**config.mk**
```make
export PLATFORM = sky130hd
export DESIGN_NAME = split_screen_layout_animator_core
export DESIGN_NICKNAME = d
export VERILOG_FILES = /design/src/hw/rtl/ssla_pkg.sv /design/src/hw/rtl/ssla_mul.sv /design/src/hw/rtl/ssla_div.sv /design/src/hw/rtl/ssla_seq.sv /design/src/hw/rtl/split_screen_layout_animator_core.sv
export SDC_FILE = /design/constraint.sdc
export NUM_CORES = 2
export LEC_CHECK = 0
export ABC_AREA = 1
export BUFFER_PORTS_ARGS = -buffer_cell sky130_fd_sc_hd__buf_2
export CAP_MARGIN = 10
export CORE_ASPECT_RATIO = 1.25
export CORE_UTILIZATION = 65
export CTS_CLUSTER_DIAMETER = 150
export DETAILED_ROUTE_END_ITERATION = 6
export GPL_TIMING_DRIVEN = 0
export PLACE_DENSITY = 0.91
export SYNTH_ARGS = -nofsm -noshare
export SYNTH_HDL_FRONTEND = slang
export SYNTH_HIERARCHICAL = 1
export SYNTH_SLANG_ARGS = --single-unit
```
**constraint.sdc**
```tcl
create_clock -name clock -period 19.28 [get_ports clock]
set_input_delay 3.856 -clock clock [delete_from_list [all_inputs] [get_ports clock]]
set_output_delay 3.856 -clock clock [all_outputs]
set_load 0.05 [all_outputs]
```
**src/hw/rtl/ssla_pkg.sv**
```systemverilog
// ----------------------------------------------------------------------------
// Split-screen layout animator: package
// Payload structs, unit interfaces, register indexes and shared constants.
// ----------------------------------------------------------------------------
package ssla_pkg;

   localparam int DIM_W  = 12;
   localparam int MS_W   = 16;
   localparam int PROG_W = 10;

   localparam logic [PROG_W-1:0] PROG_ONE  = 10'd1000;
   localparam logic [DIM_W-1:0]  EVEN_MASK = 12'hFFE;

   // shared multiplier
   localparam int MUL_A_W = 20;
   localparam int MUL_B_W = 12;
   localparam int PROD_W  = MUL_A_W + MUL_B_W;

   // shared divider
   localparam int DIV_W        = 32;
   localparam int DEN_W        = 16;
   localparam int DIV_RADIX_W  = 2;
   localparam int DIV_CYCLES   = DIV_W / DIV_RADIX_W;
   localparam int DIV_CNT_W    = $clog2(DIV_CYCLES);

   // register indexes
   localparam int CSR_IDX_W = 3;
   localparam logic [CSR_IDX_W-1:0] CSR_SURFACE_W = 3'd0;
   localparam logic [CSR_IDX_W-1:0] CSR_SURFACE_H = 3'd1;
   localparam logic [CSR_IDX_W-1:0] CSR_STREAM_W  = 3'd2;
   localparam logic [CSR_IDX_W-1:0] CSR_STREAM_H  = 3'd3;
   localparam logic [CSR_IDX_W-1:0] CSR_DURATION  = 3'd4;

   localparam logic [DIM_W-1:0] RST_SURFACE_W = 12'd800;
   localparam logic [DIM_W-1:0] RST_SURFACE_H = 12'd480;
   localparam logic [DIM_W-1:0] RST_STREAM_W  = 12'd800;
   localparam logic [DIM_W-1:0] RST_STREAM_H  = 12'd480;
   localparam logic [MS_W-1:0]  RST_DURATION  = 16'd500;

   typedef logic [PROD_W-1:0] prod_type;

   typedef struct packed {
      logic [MS_W-1:0]  tick_ms;
      logic             toggle_request;
      logic [DIM_W-1:0] touch_x;
      logic [DIM_W-1:0] touch_y;
   } req_payload_type;

   typedef struct packed {
      logic             stepped;
      logic             still_moving;
      logic             gui_visible;
      logic [DIM_W-1:0] area_w;
      logic [DIM_W-1:0] area_h;
      logic [DIM_W-1:0] video_x;
      logic [DIM_W-1:0] video_y;
      logic [DIM_W-1:0] video_w;
      logic [DIM_W-1:0] video_h;
      logic             touch_hit;
      logic [DIM_W-1:0] touch_vx;
      logic [DIM_W-1:0] touch_vy;
   } rsp_payload_type;

   typedef struct packed {
      logic [DIM_W-1:0] surface_width;
      logic [DIM_W-1:0] surface_height;
      logic [DIM_W-1:0] stream_width;
      logic [DIM_W-1:0] stream_height;
      logic [MS_W-1:0]  anim_duration_ms;
   } cfg_type;

   typedef struct packed {
      logic [MUL_A_W-1:0] a;
      logic [MUL_B_W-1:0] b;
   } mul_req_type;

   typedef struct packed {
      logic             start;
      logic [DIV_W-1:0] num;
      logic [DEN_W-1:0] den;
   } div_req_type;

   typedef struct packed {
      logic             done;
      logic [DIV_W-1:0] quo;
   } div_rsp_type;

endpackage

```
**src/hw/rtl/ssla_mul.sv**
```systemverilog
// ----------------------------------------------------------------------------
// Split-screen layout animator: shared multiplier
// One unsigned 20x12 multiply per cycle, product registered.
// ----------------------------------------------------------------------------
module ssla_mul (
   input  logic                 clock,
   input  ssla_pkg::mul_req_type mul_req,
   output ssla_pkg::prod_type    mul_prod
);
   import ssla_pkg::*;

   prod_type prod_ff;
   prod_type prod_in;

   assign prod_in  = PROD_W'(mul_req.a) * PROD_W'(mul_req.b);
   assign mul_prod = prod_ff;

   always_ff @(posedge clock) begin
      prod_ff <= prod_in;
   end

endmodule

```
**src/hw/rtl/ssla_div.sv**
```systemverilog
// ----------------------------------------------------------------------------
// Split-screen layout animator: shared divider
// Restoring unsigned divider, 32/16 bits, two quotient bits per cycle.
// ----------------------------------------------------------------------------
module ssla_div (
   input  logic                  clock,
   input  logic                  reset,
   input  ssla_pkg::div_req_type div_req,
   output ssla_pkg::div_rsp_type div_rsp
);
   import ssla_pkg::*;

   logic                 busy_ff, busy_in;
   logic                 done_ff, done_in;
   logic [DIV_CNT_W-1:0] cnt_ff, cnt_in;
   logic [DEN_W-1:0]     den_ff, den_in;
   logic [DEN_W-1:0]     rem_ff, rem_in;
   logic [DIV_W-1:0]     quo_ff, quo_in;
   logic [DEN_W-1:0]     rem_step;
   logic [DIV_W-1:0]     quo_step;

   always_comb begin
      logic [DEN_W:0] trial;
      logic           qbit;
      rem_step = rem_ff;
      quo_step = quo_ff;
      for (int i = 0; i < DIV_RADIX_W; i++) begin
         trial = {rem_step, quo_step[DIV_W-1]};
         qbit  = (trial >= {1'b0, den_ff});
         if (qbit) begin
            trial = trial - {1'b0, den_ff};
         end
         rem_step = trial[DEN_W-1:0];
         quo_step = {quo_step[DIV_W-2:0], qbit};
      end
   end

   always_comb begin
      busy_in = busy_ff;
      done_in = 1'b0;
      cnt_in  = cnt_ff;
      den_in  = den_ff;
      rem_in  = rem_ff;
      quo_in  = quo_ff;
      if (div_req.start) begin
         busy_in = 1'b1;
         cnt_in  = '0;
         den_in  = div_req.den;
         rem_in  = '0;
         quo_in  = div_req.num;
      end else if (busy_ff) begin
         rem_in = rem_step;
         quo_in = quo_step;
         cnt_in = cnt_ff + 1'b1;
         if (cnt_ff == DIV_CNT_W'(DIV_CYCLES - 1)) begin
            busy_in = 1'b0;
            done_in = 1'b1;
         end
      end
   end

   always_ff @(posedge clock) begin
      if (reset) begin
         busy_ff <= 1'b0;
         done_ff <= 1'b0;
         cnt_ff  <= '0;
      end else begin
         busy_ff <= busy_in;
         done_ff <= done_in;
         cnt_ff  <= cnt_in;
      end
      den_ff <= den_in;
      rem_ff <= rem_in;
      quo_ff <= quo_in;
   end

   assign div_rsp.done = done_ff;
   assign div_rsp.quo  = quo_ff;

endmodule

```
**src/hw/rtl/ssla_seq.sv**
```systemverilog
// ----------------------------------------------------------------------------
// Split-screen layout animator: sequencer
// Holds the animation state and steps one tick through the shared units.
// ----------------------------------------------------------------------------
module ssla_seq (
   input  logic                      clock,
   input  logic                      reset,
   input  ssla_pkg::cfg_type         cfg,
   input  logic                      in_valid,
   output logic                      in_ready,
   input  ssla_pkg::req_payload_type in_data,
   output logic                      res_valid,
   input  logic                      res_take,
   output ssla_pkg::rsp_payload_type res_data,
   output ssla_pkg::mul_req_type     mul_req,
   input  ssla_pkg::prod_type        mul_prod,
   output ssla_pkg::div_req_type     div_req,
   input  ssla_pkg::div_rsp_type     div_rsp
);
   import ssla_pkg::*;

   localparam int ST_W = 5;
   localparam logic [ST_W-1:0] ST_IDLE    = 5'd0;
   localparam logic [ST_W-1:0] ST_BY_MUL  = 5'd1;
   localparam logic [ST_W-1:0] ST_BY_DIV  = 5'd2;
   localparam logic [ST_W-1:0] ST_BY_WAIT = 5'd3;
   localparam logic [ST_W-1:0] ST_SQ_MUL  = 5'd4;
   localparam logic [ST_W-1:0] ST_CU_MUL  = 5'd5;
   localparam logic [ST_W-1:0] ST_CU_DIV  = 5'd6;
   localparam logic [ST_W-1:0] ST_CU_WAIT = 5'd7;
   localparam logic [ST_W-1:0] ST_E_DIV   = 5'd8;
   localparam logic [ST_W-1:0] ST_E_WAIT  = 5'd9;
   localparam logic [ST_W-1:0] ST_W_MUL   = 5'd10;
   localparam logic [ST_W-1:0] ST_W_DIV   = 5'd11;
   localparam logic [ST_W-1:0] ST_W_WAIT  = 5'd12;
   localparam logic [ST_W-1:0] ST_H_MUL   = 5'd13;
   localparam logic [ST_W-1:0] ST_H_DIV   = 5'd14;
   localparam logic [ST_W-1:0] ST_H_WAIT  = 5'd15;
   localparam logic [ST_W-1:0] ST_FIT     = 5'd16;
   localparam logic [ST_W-1:0] ST_PLACE   = 5'd17;
   localparam logic [ST_W-1:0] ST_HIT     = 5'd18;
   localparam logic [ST_W-1:0] ST_X_MUL   = 5'd19;
   localparam logic [ST_W-1:0] ST_X_DIV   = 5'd20;
   localparam logic [ST_W-1:0] ST_X_WAIT  = 5'd21;
   localparam logic [ST_W-1:0] ST_Y_MUL   = 5'd22;
   localparam logic [ST_W-1:0] ST_Y_DIV   = 5'd23;
   localparam logic [ST_W-1:0] ST_Y_WAIT  = 5'd24;
   localparam logic [ST_W-1:0] ST_DONE    = 5'd25;

   localparam int A3_W = 22;

   logic [ST_W-1:0]   state_ff, state_in;
   logic              target_ff, target_in;
   logic [PROG_W-1:0] prog_ff, prog_in;
   logic [MS_W-1:0]   elapsed_ff, elapsed_in;
   logic [DIM_W-1:0]  tx_ff, tx_in;
   logic [DIM_W-1:0]  ty_ff, ty_in;
   logic              stepped_ff, stepped_in;
   logic              moving_ff, moving_in;
   logic [A3_W-1:0]   a3_ff, a3_in;
   logic [A3_W-1:0]   t_ff, t_in;
   logic [PROG_W-1:0] e_ff, e_in;
   logic [DIM_W-1:0]  aw_ff, aw_in;
   logic [DIM_W-1:0]  ah_ff, ah_in;
   logic [DIM_W-1:0]  vw_ff, vw_in;
   logic [DIM_W-1:0]  vh_ff, vh_in;
   logic [DIM_W-1:0]  vx_ff, vx_in;
   logic [DIM_W-1:0]  vy_ff, vy_in;
   logic              hit_ff, hit_in;
   logic [DIM_W-1:0]  mx_ff, mx_in;
   logic [DIM_W-1:0]  my_ff, my_in;

   always_comb begin
      logic [PROG_W-1:0] want;
      logic [PROG_W-1:0] gap;
      logic [PROG_W-1:0] next_prog;
      logic [DIV_W-1:0]  by;
      logic [DIM_W-1:0]  span;
      logic              hit;

      state_in   = state_ff;
      target_in  = target_ff;
      prog_in    = prog_ff;
      elapsed_in = elapsed_ff;
      tx_in      = tx_ff;
      ty_in      = ty_ff;
      stepped_in = stepped_ff;
      moving_in  = moving_ff;
      a3_in      = a3_ff;
      t_in       = t_ff;
      e_in       = e_ff;
      aw_in      = aw_ff;
      ah_in      = ah_ff;
      vw_in      = vw_ff;
      vh_in      = vh_ff;
      vx_in      = vx_ff;
      vy_in      = vy_ff;
      hit_in     = hit_ff;
      mx_in      = mx_ff;
      my_in      = my_ff;

      mul_req       = '0;
      div_req       = '0;
      div_req.den   = DEN_W'(PROG_ONE);
      res_valid     = 1'b0;

      want      = target_ff ? PROG_ONE : '0;
      gap       = PROG_ONE - prog_ff;
      by        = (div_rsp.quo == '0) ? DIV_W'(1) : div_rsp.quo;
      next_prog = prog_ff;
      span      = '0;
      hit       = 1'b0;

      unique case (state_ff)
         ST_IDLE: begin
            if (in_valid) begin
               target_in  = target_ff ^ in_data.toggle_request;
               stepped_in = (prog_ff != (target_in ? PROG_ONE : '0));
               elapsed_in = in_data.tick_ms;
               tx_in      = in_data.touch_x;
               ty_in      = in_data.touch_y;
               state_in   = ST_BY_MUL;
            end
         end
         ST_BY_MUL: begin
            mul_req.a = MUL_A_W'(elapsed_ff);
            mul_req.b = MUL_B_W'(PROG_ONE);
            state_in  = ST_BY_DIV;
         end
         ST_BY_DIV: begin
            div_req.start = 1'b1;
            div_req.num   = DIV_W'(mul_prod);
            div_req.den   = (cfg.anim_duration_ms == '0) ? DEN_W'(1) : cfg.anim_duration_ms;
            state_in      = ST_BY_WAIT;
         end
         ST_BY_WAIT: begin
            if (div_rsp.done) begin
               if (stepped_ff) begin
                  if (target_ff) begin
                     if (by >= DIV_W'(gap)) begin
                        next_prog = PROG_ONE;
                     end else begin
                        next_prog = prog_ff + by[PROG_W-1:0];
                     end
                  end else begin
                     if (by > DIV_W'(prog_ff)) begin
                        next_prog = '0;
                     end else begin
                        next_prog = prog_ff - by[PROG_W-1:0];
                     end
                  end
               end
               prog_in   = next_prog;
               moving_in = (next_prog != want);
               state_in  = ST_SQ_MUL;
            end
         end
         ST_SQ_MUL: begin
            mul_req.a = MUL_A_W'(prog_ff);
            mul_req.b = MUL_B_W'(prog_ff);
            state_in  = ST_CU_MUL;
         end
         ST_CU_MUL: begin
            // p^2 is back; start p^3 and keep 3p^2
            mul_req.a = mul_prod[MUL_A_W-1:0];
            mul_req.b = MUL_B_W'(prog_ff);
            a3_in     = {mul_prod[A3_W-2:0], 1'b0} + A3_W'(mul_prod[MUL_A_W-1:0]);
            state_in  = ST_CU_DIV;
         end
         ST_CU_DIV: begin
            div_req.start = 1'b1;
            div_req.num   = {mul_prod[DIV_W-2:0], 1'b0};
            state_in      = ST_CU_WAIT;
         end
         ST_CU_WAIT: begin
            if (div_rsp.done) begin
               t_in     = a3_ff - div_rsp.quo[A3_W-1:0];
               state_in = ST_E_DIV;
            end
         end
         ST_E_DIV: begin
            div_req.start = 1'b1;
            div_req.num   = DIV_W'(t_ff);
            state_in      = ST_E_WAIT;
         end
         ST_E_WAIT: begin
            if (div_rsp.done) begin
               e_in     = div_rsp.quo[PROG_W-1:0];
               state_in = ST_W_MUL;
            end
         end
         ST_W_MUL: begin
            mul_req.a = MUL_A_W'(e_ff);
            mul_req.b = MUL_B_W'(cfg.surface_width >> 1);
            state_in  = ST_W_DIV;
         end
         ST_W_DIV: begin
            div_req.start = 1'b1;
            div_req.num   = DIV_W'(mul_prod);
            state_in      = ST_W_WAIT;
         end
         ST_W_WAIT: begin
            if (div_rsp.done) begin
               aw_in    = (cfg.surface_width - div_rsp.quo[DIM_W-1:0]) & EVEN_MASK;
               state_in = ST_H_MUL;
            end
         end
         ST_H_MUL: begin
            mul_req.a = MUL_A_W'(e_ff);
            mul_req.b = MUL_B_W'(cfg.surface_height >> 1);
            state_in  = ST_H_DIV;
         end
         ST_H_DIV: begin
            div_req.start = 1'b1;
            div_req.num   = DIV_W'(mul_prod);
            state_in      = ST_H_WAIT;
         end
         ST_H_WAIT: begin
            if (div_rsp.done) begin
               ah_in    = (cfg.surface_height - div_rsp.quo[DIM_W-1:0]) & EVEN_MASK;
               state_in = ST_FIT;
            end
         end
         ST_FIT: begin
            vw_in    = ((aw_ff < cfg.stream_width) ? aw_ff : cfg.stream_width) & EVEN_MASK;
            vh_in    = ((ah_ff < cfg.stream_height) ? ah_ff : cfg.stream_height) & EVEN_MASK;
            state_in = ST_PLACE;
         end
         ST_PLACE: begin
            span     = aw_ff - vw_ff;
            vx_in    = {1'b0, span[DIM_W-1:1]} & EVEN_MASK;
            span     = ah_ff - vh_ff;
            vy_in    = {1'b0, span[DIM_W-1:1]};
            state_in = ST_HIT;
         end
         ST_HIT: begin
            hit = (tx_ff >= vx_ff) && (ty_ff >= vy_ff)
               && ({1'b0, tx_ff} < ({1'b0, vx_ff} + {1'b0, vw_ff}))
               && ({1'b0, ty_ff} < ({1'b0, vy_ff} + {1'b0, vh_ff}))
               && (vw_ff != '0) && (vh_ff != '0);
            hit_in   = hit;
            mx_in    = '0;
            my_in    = '0;
            state_in = hit ? ST_X_MUL : ST_DONE;
         end
         ST_X_MUL: begin
            mul_req.a = MUL_A_W'(tx_ff - vx_ff);
            mul_req.b = cfg.stream_width;
            state_in  = ST_X_DIV;
         end
         ST_X_DIV: begin
            div_req.start = 1'b1;
            div_req.num   = DIV_W'(mul_prod);
            div_req.den   = DEN_W'(vw_ff);
            state_in      = ST_X_WAIT;
         end
         ST_X_WAIT: begin
            if (div_rsp.done) begin
               mx_in    = div_rsp.quo[DIM_W-1:0];
               state_in = ST_Y_MUL;
            end
         end
         ST_Y_MUL: begin
            mul_req.a = MUL_A_W'(ty_ff - vy_ff);
            mul_req.b = cfg.stream_height;
            state_in  = ST_Y_DIV;
         end
         ST_Y_DIV: begin
            div_req.start = 1'b1;
            div_req.num   = DIV_W'(mul_prod);
            div_req.den   = DEN_W'(vh_ff);
            state_in      = ST_Y_WAIT;
         end
         ST_Y_WAIT: begin
            if (div_rsp.done) begin
               my_in    = div_rsp.quo[DIM_W-1:0];
               state_in = ST_DONE;
            end
         end
         ST_DONE: begin
            res_valid = 1'b1;
            if (res_take) begin
               state_in = ST_IDLE;
            end
         end
         default: begin
            state_in = ST_IDLE;
         end
      endcase
   end

   always_ff @(posedge clock) begin
      if (reset) begin
         state_ff  <= ST_IDLE;
         target_ff <= 1'b0;
         prog_ff   <= '0;
      end else begin
         state_ff  <= state_in;
         target_ff <= target_in;
         prog_ff   <= prog_in;
      end
      elapsed_ff <= elapsed_in;
      tx_ff      <= tx_in;
      ty_ff      <= ty_in;
      stepped_ff <= stepped_in;
      moving_ff  <= moving_in;
      a3_ff      <= a3_in;
      t_ff       <= t_in;
      e_ff       <= e_in;
      aw_ff      <= aw_in;
      ah_ff      <= ah_in;
      vw_ff      <= vw_in;
      vh_ff      <= vh_in;
      vx_ff      <= vx_in;
      vy_ff      <= vy_in;
      hit_ff     <= hit_in;
      mx_ff      <= mx_in;
      my_ff      <= my_in;
   end

   assign in_ready = (state_ff == ST_IDLE);

   assign res_data.stepped      = stepped_ff;
   assign res_data.still_moving = moving_ff;
   assign res_data.gui_visible  = (aw_ff < cfg.surface_width);
   assign res_data.area_w       = aw_ff;
   assign res_data.area_h       = ah_ff;
   assign res_data.video_x      = vx_ff;
   assign res_data.video_y      = vy_ff;
   assign res_data.video_w      = vw_ff;
   assign res_data.video_h      = vh_ff;
   assign res_data.touch_hit    = hit_ff;
   assign res_data.touch_vx     = mx_ff;
   assign res_data.touch_vy     = my_ff;

endmodule

```
**src/hw/rtl/split_screen_layout_animator_core.sv**
```systemverilog
// ----------------------------------------------------------------------------
// Split-screen layout animator core
// Eased full/split screen transition, video placement and touch mapping.
// ----------------------------------------------------------------------------
// Each tick word may flip the target mode, then moves the progress toward
// it and returns one word with the video area, the centred picture and the
// touch point in stream coordinates. The work is done by one shared divider
// retiring two quotient bits a cycle, five divisions per tick and two more
// on a hit, and one shared registered multiplier. req_ready is low while a
// tick is in work; a finished word waits in the output register while the
// next tick is taken. Registers are written through csr_ while the core is
// idle; the user must keep to this, as the core does not enforce it.
// csr_ready is always high and indexes past the list are ignored.
// ----------------------------------------------------------------------------
module split_screen_layout_animator_core (
   input  logic                             clock,
   input  logic                             reset,
   input  logic                             req_valid,
   output logic                             req_ready,
   input  ssla_pkg::req_payload_type        req_data,
   output logic                             rsp_valid,
   input  logic                             rsp_ready,
   output ssla_pkg::rsp_payload_type        rsp_data,
   input  logic                             csr_valid,
   output logic                             csr_ready,
   input  logic [ssla_pkg::CSR_IDX_W-1:0]   csr_index,
   input  logic [ssla_pkg::MS_W-1:0]        csr_wdata
);
   import ssla_pkg::*;

   cfg_type         cfg_ff, cfg_in;
   logic            rsp_valid_ff, rsp_valid_in;
   rsp_payload_type rsp_data_ff, rsp_data_in;

   logic            res_valid;
   logic            res_take;
   rsp_payload_type res_data;
   mul_req_type     mul_req;
   prod_type        mul_prod;
   div_req_type     div_req;
   div_rsp_type     div_rsp;

   assign csr_ready = 1'b1;

   always_comb begin
      cfg_in = cfg_ff;
      if (csr_valid) begin
         unique case (csr_index)
            CSR_SURFACE_W: cfg_in.surface_width    = csr_wdata[DIM_W-1:0];
            CSR_SURFACE_H: cfg_in.surface_height   = csr_wdata[DIM_W-1:0];
            CSR_STREAM_W:  cfg_in.stream_width     = csr_wdata[DIM_W-1:0];
            CSR_STREAM_H:  cfg_in.stream_height    = csr_wdata[DIM_W-1:0];
            CSR_DURATION:  cfg_in.anim_duration_ms = csr_wdata;
            default: begin
            end
         endcase
      end
   end

   // output register frees the sequencer once the word is parked
   assign res_take = !rsp_valid_ff || rsp_ready;

   always_comb begin
      rsp_valid_in = rsp_valid_ff;
      rsp_data_in  = rsp_data_ff;
      if (res_valid && res_take) begin
         rsp_valid_in = 1'b1;
         rsp_data_in  = res_data;
      end else if (rsp_ready) begin
         rsp_valid_in = 1'b0;
      end
   end

   always_ff @(posedge clock) begin
      if (reset) begin
         cfg_ff.surface_width    <= RST_SURFACE_W;
         cfg_ff.surface_height   <= RST_SURFACE_H;
         cfg_ff.stream_width     <= RST_STREAM_W;
         cfg_ff.stream_height    <= RST_STREAM_H;
         cfg_ff.anim_duration_ms <= RST_DURATION;
         rsp_valid_ff            <= 1'b0;
      end else begin
         cfg_ff       <= cfg_in;
         rsp_valid_ff <= rsp_valid_in;
      end
      rsp_data_ff <= rsp_data_in;
   end

   assign rsp_valid = rsp_valid_ff;
   assign rsp_data  = rsp_data_ff;

   ssla_seq u_seq (
      .clock     (clock),
      .reset     (reset),
      .cfg       (cfg_ff),
      .in_valid  (req_valid),
      .in_ready  (req_ready),
      .in_data   (req_data),
      .res_valid (res_valid),
      .res_take  (res_take),
      .res_data  (res_data),
      .mul_req   (mul_req),
      .mul_prod  (mul_prod),
      .div_req   (div_req),
      .div_rsp   (div_rsp)
   );

   ssla_mul u_mul (
      .clock    (clock),
      .mul_req  (mul_req),
      .mul_prod (mul_prod)
   );

   ssla_div u_div (
      .clock   (clock),
      .reset   (reset),
      .div_req (div_req),
      .div_rsp (div_rsp)
   );

endmodule

```
# Yosys cells after proc, flatten, opt, wreduce, memory -nomap -nowiden
# Cells that the tools add are included.
[word_totals] ff_bits=462 inputBits=65 out_inout_bits=103 elab_cells=191
[op_classes] add_sub_neg=16 n_mul=1 order_cmp=11 eq_ne=41 mux=40 bitwise=2 n_reduce_logical=35
[ops] op="$pmux W32 S7" count=1
[ops] op="$pmux W5 S26" count=1
[ops] op="$pmux W33 S3" count=1
[ops] op="$mux W32" count=3
[ops] op="$mux W10" count=8
[ops] op="$eq A5 B5 Y1 const B" count=10
[ops] op="$mux W16" count=3
[ops] op="$pmux W12 S2" count=2
[ops] op="$pmux W16 S3" count=1
[ops] op="$sub A12 B12 Y12" count=4
[ops] op="$mux W5" count=9
[ops] op="$eq A5 B4 Y1 const B" count=8
[ops] op="$lt A12 B12 Y1" count=3
[ops] op="$mux W12" count=3
[ops] op="$ge A17 B16 Y1" count=2
[ops] op="$ge A32 B10 Y1" count=1
[ops] op="$gt A32 B10 Y1" count=1
[ops] op="$logic_not A32 Y1" count=1
[ops] op="$mul A20 B12 Y32" count=1
[ops] op="$sub A16 B16 Y16" count=2
[ops] op="$add A11 B12 Y13" count=2
[ops] op="$lt A12 B13 Y1" count=2
[ops] op="$reduce_and A2 Y1" count=13
[ops] op="$sub A12 B11 Y13" count=2
[ops] op="other kinds (33)" count=62

# Depth between registers and ports, before layout
[depth] depth_word=9 mapped_depth=38 mapped_depth_nobuf=37

# By module
# The synthesis kept the hierarchy.
[by_module_without_submodules] mod="ssla_seq" instances=1 cells_per_inst=2146 area_per_inst_um2=17404.2
[by_module_without_submodules] mod="ssla_mul" instances=1 cells_per_inst=1237 area_per_inst_um2=8967.4
[by_module_without_submodules] mod="split_screen_layout_animator_core" instances=1 cells_per_inst=463 area_per_inst_um2=5609.1
[by_module_without_submodules] mod="ssla_div" instances=1 cells_per_inst=663 area_per_inst_um2=4906.0

# Least setup slack after synthesis
# No wires, ideal clock.
[synth_timing] path_kind="input to register" startpoint="input port rsp_ready" endpoint="register rsp_data_ff, in the netlist rsp_data[0], enable pin" arrival_time_ns=8.696 required_ns=18.689 setup_slack_ns=9.992 path_stages=2 cell_sequence="inv_1 a21oi_1"
[synth_via] elab_chain_cells=2
[synth_lines] item="start: declaration" line="split_screen_layout_animator_core.sv:22" source="input logic rsp_ready,"
[synth_lines] item="$logic_or A1 B1 Y1" line="split_screen_layout_animator_core.sv:61" source="assign res_take = !rsp_valid_ff || rsp_ready;"
[synth_lines] item="$logic_and A1 B1 Y1" line="split_screen_layout_animator_core.sv:66" source="if (res_valid && res_take) begin"
[synth_lines] item="end signal: assignment" line="split_screen_layout_animator_core.sv:86" source="rsp_data_ff <= rsp_data_in;"
[synth_lines] item="end: declaration" line="split_screen_layout_animator_core.sv:33" source="rsp_payload_type rsp_data_ff, rsp_data_in;"
# No other way between the ends.
# A chain may end at the register's enable or synchronous reset.

==> results.md <==
* Status: complete, but fails checks
* Violated checks: DRC
* Max cap viols at 0
* Crit path launch type: flip-flop
* Post-CTS Setup Inserts at 0
* Top Layer Used: met4
* Most used DFF post-synth: edfxtp_1
* Commonest non-fill, non-tap cell in the layout: nand2_1
* DR vias/cell at 5.95
* Hold Worst Slack at 0.418 ns
* P_int at 0.00266 W
* Pin count of the biggest net entering global routing at 36
* CP required at 19.80 ns
* Die Y at 268 um
* #FFs+latches synth at 469
* Max-slew violation count at 0
* Sequential share of power at 30.0%
* Critical path class: reg -> reg
* Most frequent cells in the layout: nand2_1, inv_1, edfxtp_1
* First-pass GRT wire length at 178 mm
* CP Capture Point: u_mul/mul_prod[28]
* Max VDD drop at 0.0990 mV
* Share of cells above drive strength 1 at 9.35%
* Path type of the worst min-delay path: reg -> reg
* CP max stage cell: fa_1
* Final worst-path cycle share at 41.7%
* Cell variety after synth at 67
* Final WL at 116 mm
* Die area at 57,700 sq um
* Total gr overflow at 0
* DRC errors left at 3
* Clk buf depth at 3
* Worst-Skew Late Latency at 0.64 ns
* Met1 wire length at 38.4 mm
* Setup slack, reg-to-reg at 11.25 ns
* P_leak at 20.0 nW
* Register area share after synthesis at 34.5%
* RePlAce Congestion at 1.05
* Cts hold-fix bufs at 0
* Final setup viols at 0
* Dpl hpwl at 92.2 mm
* CP dominant cell by count: nand2_1
* Crit path from: u_seq/vx_ff[3]
* Layout area overhead at 10.0%
* Syn_area_per_cell at 8.18 sq um
* Placed cell area at 38,800 sq um
* Metal2 WL at 55.3 mm
* DR iter-0 viols at 3,441
* Final nets at 5,312
* Switching power share of the total at 45.1%
* Post-CTS Resized at 0
* Met3 wire length at 10.4 mm
* Largest stage delay, worst path at 0.57 ns
* Detail Route Antenna Nets at 0
* Worst-margin pin slew at 1.08 ns
* Clock share of power at 21.1%
* Clk_skew at 0.0357 ns
* IO buf count at 166
* Reg2reg path depth at 31
* CP Data Arrival Time at 8.55 ns
* Switching power at 0.00219 W
* Mapped Cells at 4,509
* Root buf cell: clkbuf_16
* F_max at 125 MHz
* GRT Total Usage at 40.4%
* Sink Count at 469
* Final Hold Viols at 0
* Reg clk slew, reported paths at 0.06 ns
* DR WL/cell at 21.0 um
* CTS tree: yes
* Ports at 168
* Detailed Routing Iterations Pass 1 at 7
* H-tree Lvls at 2
* Cell Rows at 97
* Worst r2r src: u_seq/vx_ff[3]
* Combinational share of power at 48.9%
* Initial core utilization at 65.8%
* Via count at 32,900
* FFs w/ async S/R, synth at 0%
* Power Density at 119 nW/um^2
* Die X at 215 um
* Synth warn at 6
* Vias in the first global route at 32,600
* CTS Buf Count at 49
* Setup_tns at 0 ns
* CP max FO at 10
* DP Worst Slack at 11.57 ns
* Worst R2R End: u_mul/mul_prod[28]
* Synth Cell Area at 36,900 sq um
* Min Tclk post-route at 8.03 ns
* Initial antenna violation count at 1
* Final WS setup at 11.25 ns
* Filler cells at 4,209
* RSZ-0062 raised after global routing: no
* Placed cells at 5,431
* Non-Filler Instances at 5,523
* Core area at 56,100 sq um
* Cell area after layout at 40,600 sq um
* CP endpoint kind: flip-flop
* Max_slew headroom at 27.4%
* Number of synthesized flops with an enable pin at 334
-- worst min-delay path by stage --
stage | slack (ns) | startpoint | cells after the start | end
2_1_floorplan | 0.40 | u_seq/my_ff[0] | 0 | rsp_data[0]
4_1_cts | 0.42 | u_seq/mx_ff[8] | 0 | rsp_data[20]
6_report | 0.42 | u_seq/mx_ff[8] | 0 | rsp_data[20]
3_3_place_gp | 0.40 | u_seq/my_ff[7] | 0 | rsp_data[7]
5_1_grt | 0.43 | u_seq/mx_ff[2] | 0 | rsp_data[14]
3_5_place_dp | 0.40 | u_seq/mx_ff[8] | 0 | rsp_data[20]
-- synthesized netlist by cell type, types with 40 or more instances --
| cell | count | area share [%] |
|---|---|---|
| o21ai_0 | 102 | 1.4 |
| nor2_1 | 316 | 3.2 |
| nand3_1 | 210 | 2.8 |
| dfxtp_1 | 135 | 7.3 |
| xor2_1 | 99 | 2.4 |
| clkbuf_1 | 81 | 0.82 |
| a21oi_1 | 235 | 3.2 |
| inv_1 | 806 | 8.2 |
| nand2_1 | 1135 | 12 |
| ha_1 | 314 | 11 |
| edfxtp_1 | 334 | 27 |
| fa_1 | 193 | 10 |
| nand4_1 | 40 | 0.68 |
| xnor2_1 | 50 | 1.2 |
-- through the flow --
stage	utilization [%]	total power (W)
floorplan	-	0.00303
global placement	69.0	0.00364
detailed placement	69.3	0.00372
CTS	72.4	0.00477
global route	72.4	0.00510
finish	72.4	0.00485
-- layer usage --
layer  global-route usage, %  up-vias
met5                       0        -
met4                    35.2        0
met3                    8.47      673
met2                    69.1     1951
met1                    42.7    15300
li1                        -    15000
-- power by group through the flow --
stage / logic, W / clock network, W / registers [W]
2_1_floorplan: 0.00165 / 0 / 0.00139
3_3_place_gp: 0.00217 / 0 / 0.00147
3_5_place_dp: 0.00226 / 0 / 0.00146
4_1_cts: 0.00230 / 0.00102 / 0.00144
5_1_grt: 0.00258 / 0.00106 / 0.00146
6_report: 0.00237 / 0.00102 / 0.00145
-- critical path: cells and delay by family, from the launching register on --
kind | cells | cell delay [ns]
adders and majority gates | 7 | 3.50
AOI/OAI and AO/OA | 7 | 2.03
and+or+nand+nor | 11 | 1.20
buffers and inverters | 6 | 0.77
DFF | 1 | 0.42
-- flip-flops by register name, summed over array words and instances (netlist names), 11 cells and up --
signal / cells
u_div/quo_ff: 32
u_seq/aw_ff: 11
u_seq/ty_ff: 12
u_seq/t_ff: 22
u_mul/mul_prod: 32
u_seq/vw_ff: 11
u_seq/elapsed_ff: 16
u_seq/my_ff: 12
rsp_data: 100
cfg_ff: 64
u_div/den_ff: 16
u_div/rem_ff: 16
u_seq/vh_ff: 11
u_seq/tx_ff: 12
u_seq/ah_ff: 11
u_seq/mx_ff: 12
u_seq/a3_ff: 22
u_seq/vy_ff: 11
-- cell type report --
type | instances | area (sq um) | share of cell area [%]
clock inverter | 30 | 370 | 0.913
sequential | 469 | 12700 | 31.4
multi-input combinational | 3082 | 20400 | 50.3
buffer | 128 | 649 | 1.60
antenna | 1 | 2.50 | 0.00617
clock buffer | 61 | 1360 | 3.34
inverter | 836 | 3140 | 7.74
tap | 742 | 928 | 2.29
timing repair buffer | 174 | 983 | 2.42
-- kinds of logic (layout without fill, tap and decap cells) --
kind of cell	Yosys count	count (layout)	share of synthesized area (%)
other cells	2	9	0.0204
compound gates	556	556	8.96
xor+xnor	149	149	3.54
simple gates	1862	1862	21.6
fa+ha+maj	507	507	21.1
buf+inv	964	1229	10.3
flops	469	469	34.5
No activity file was read; power rests on OpenSTA's default activity.
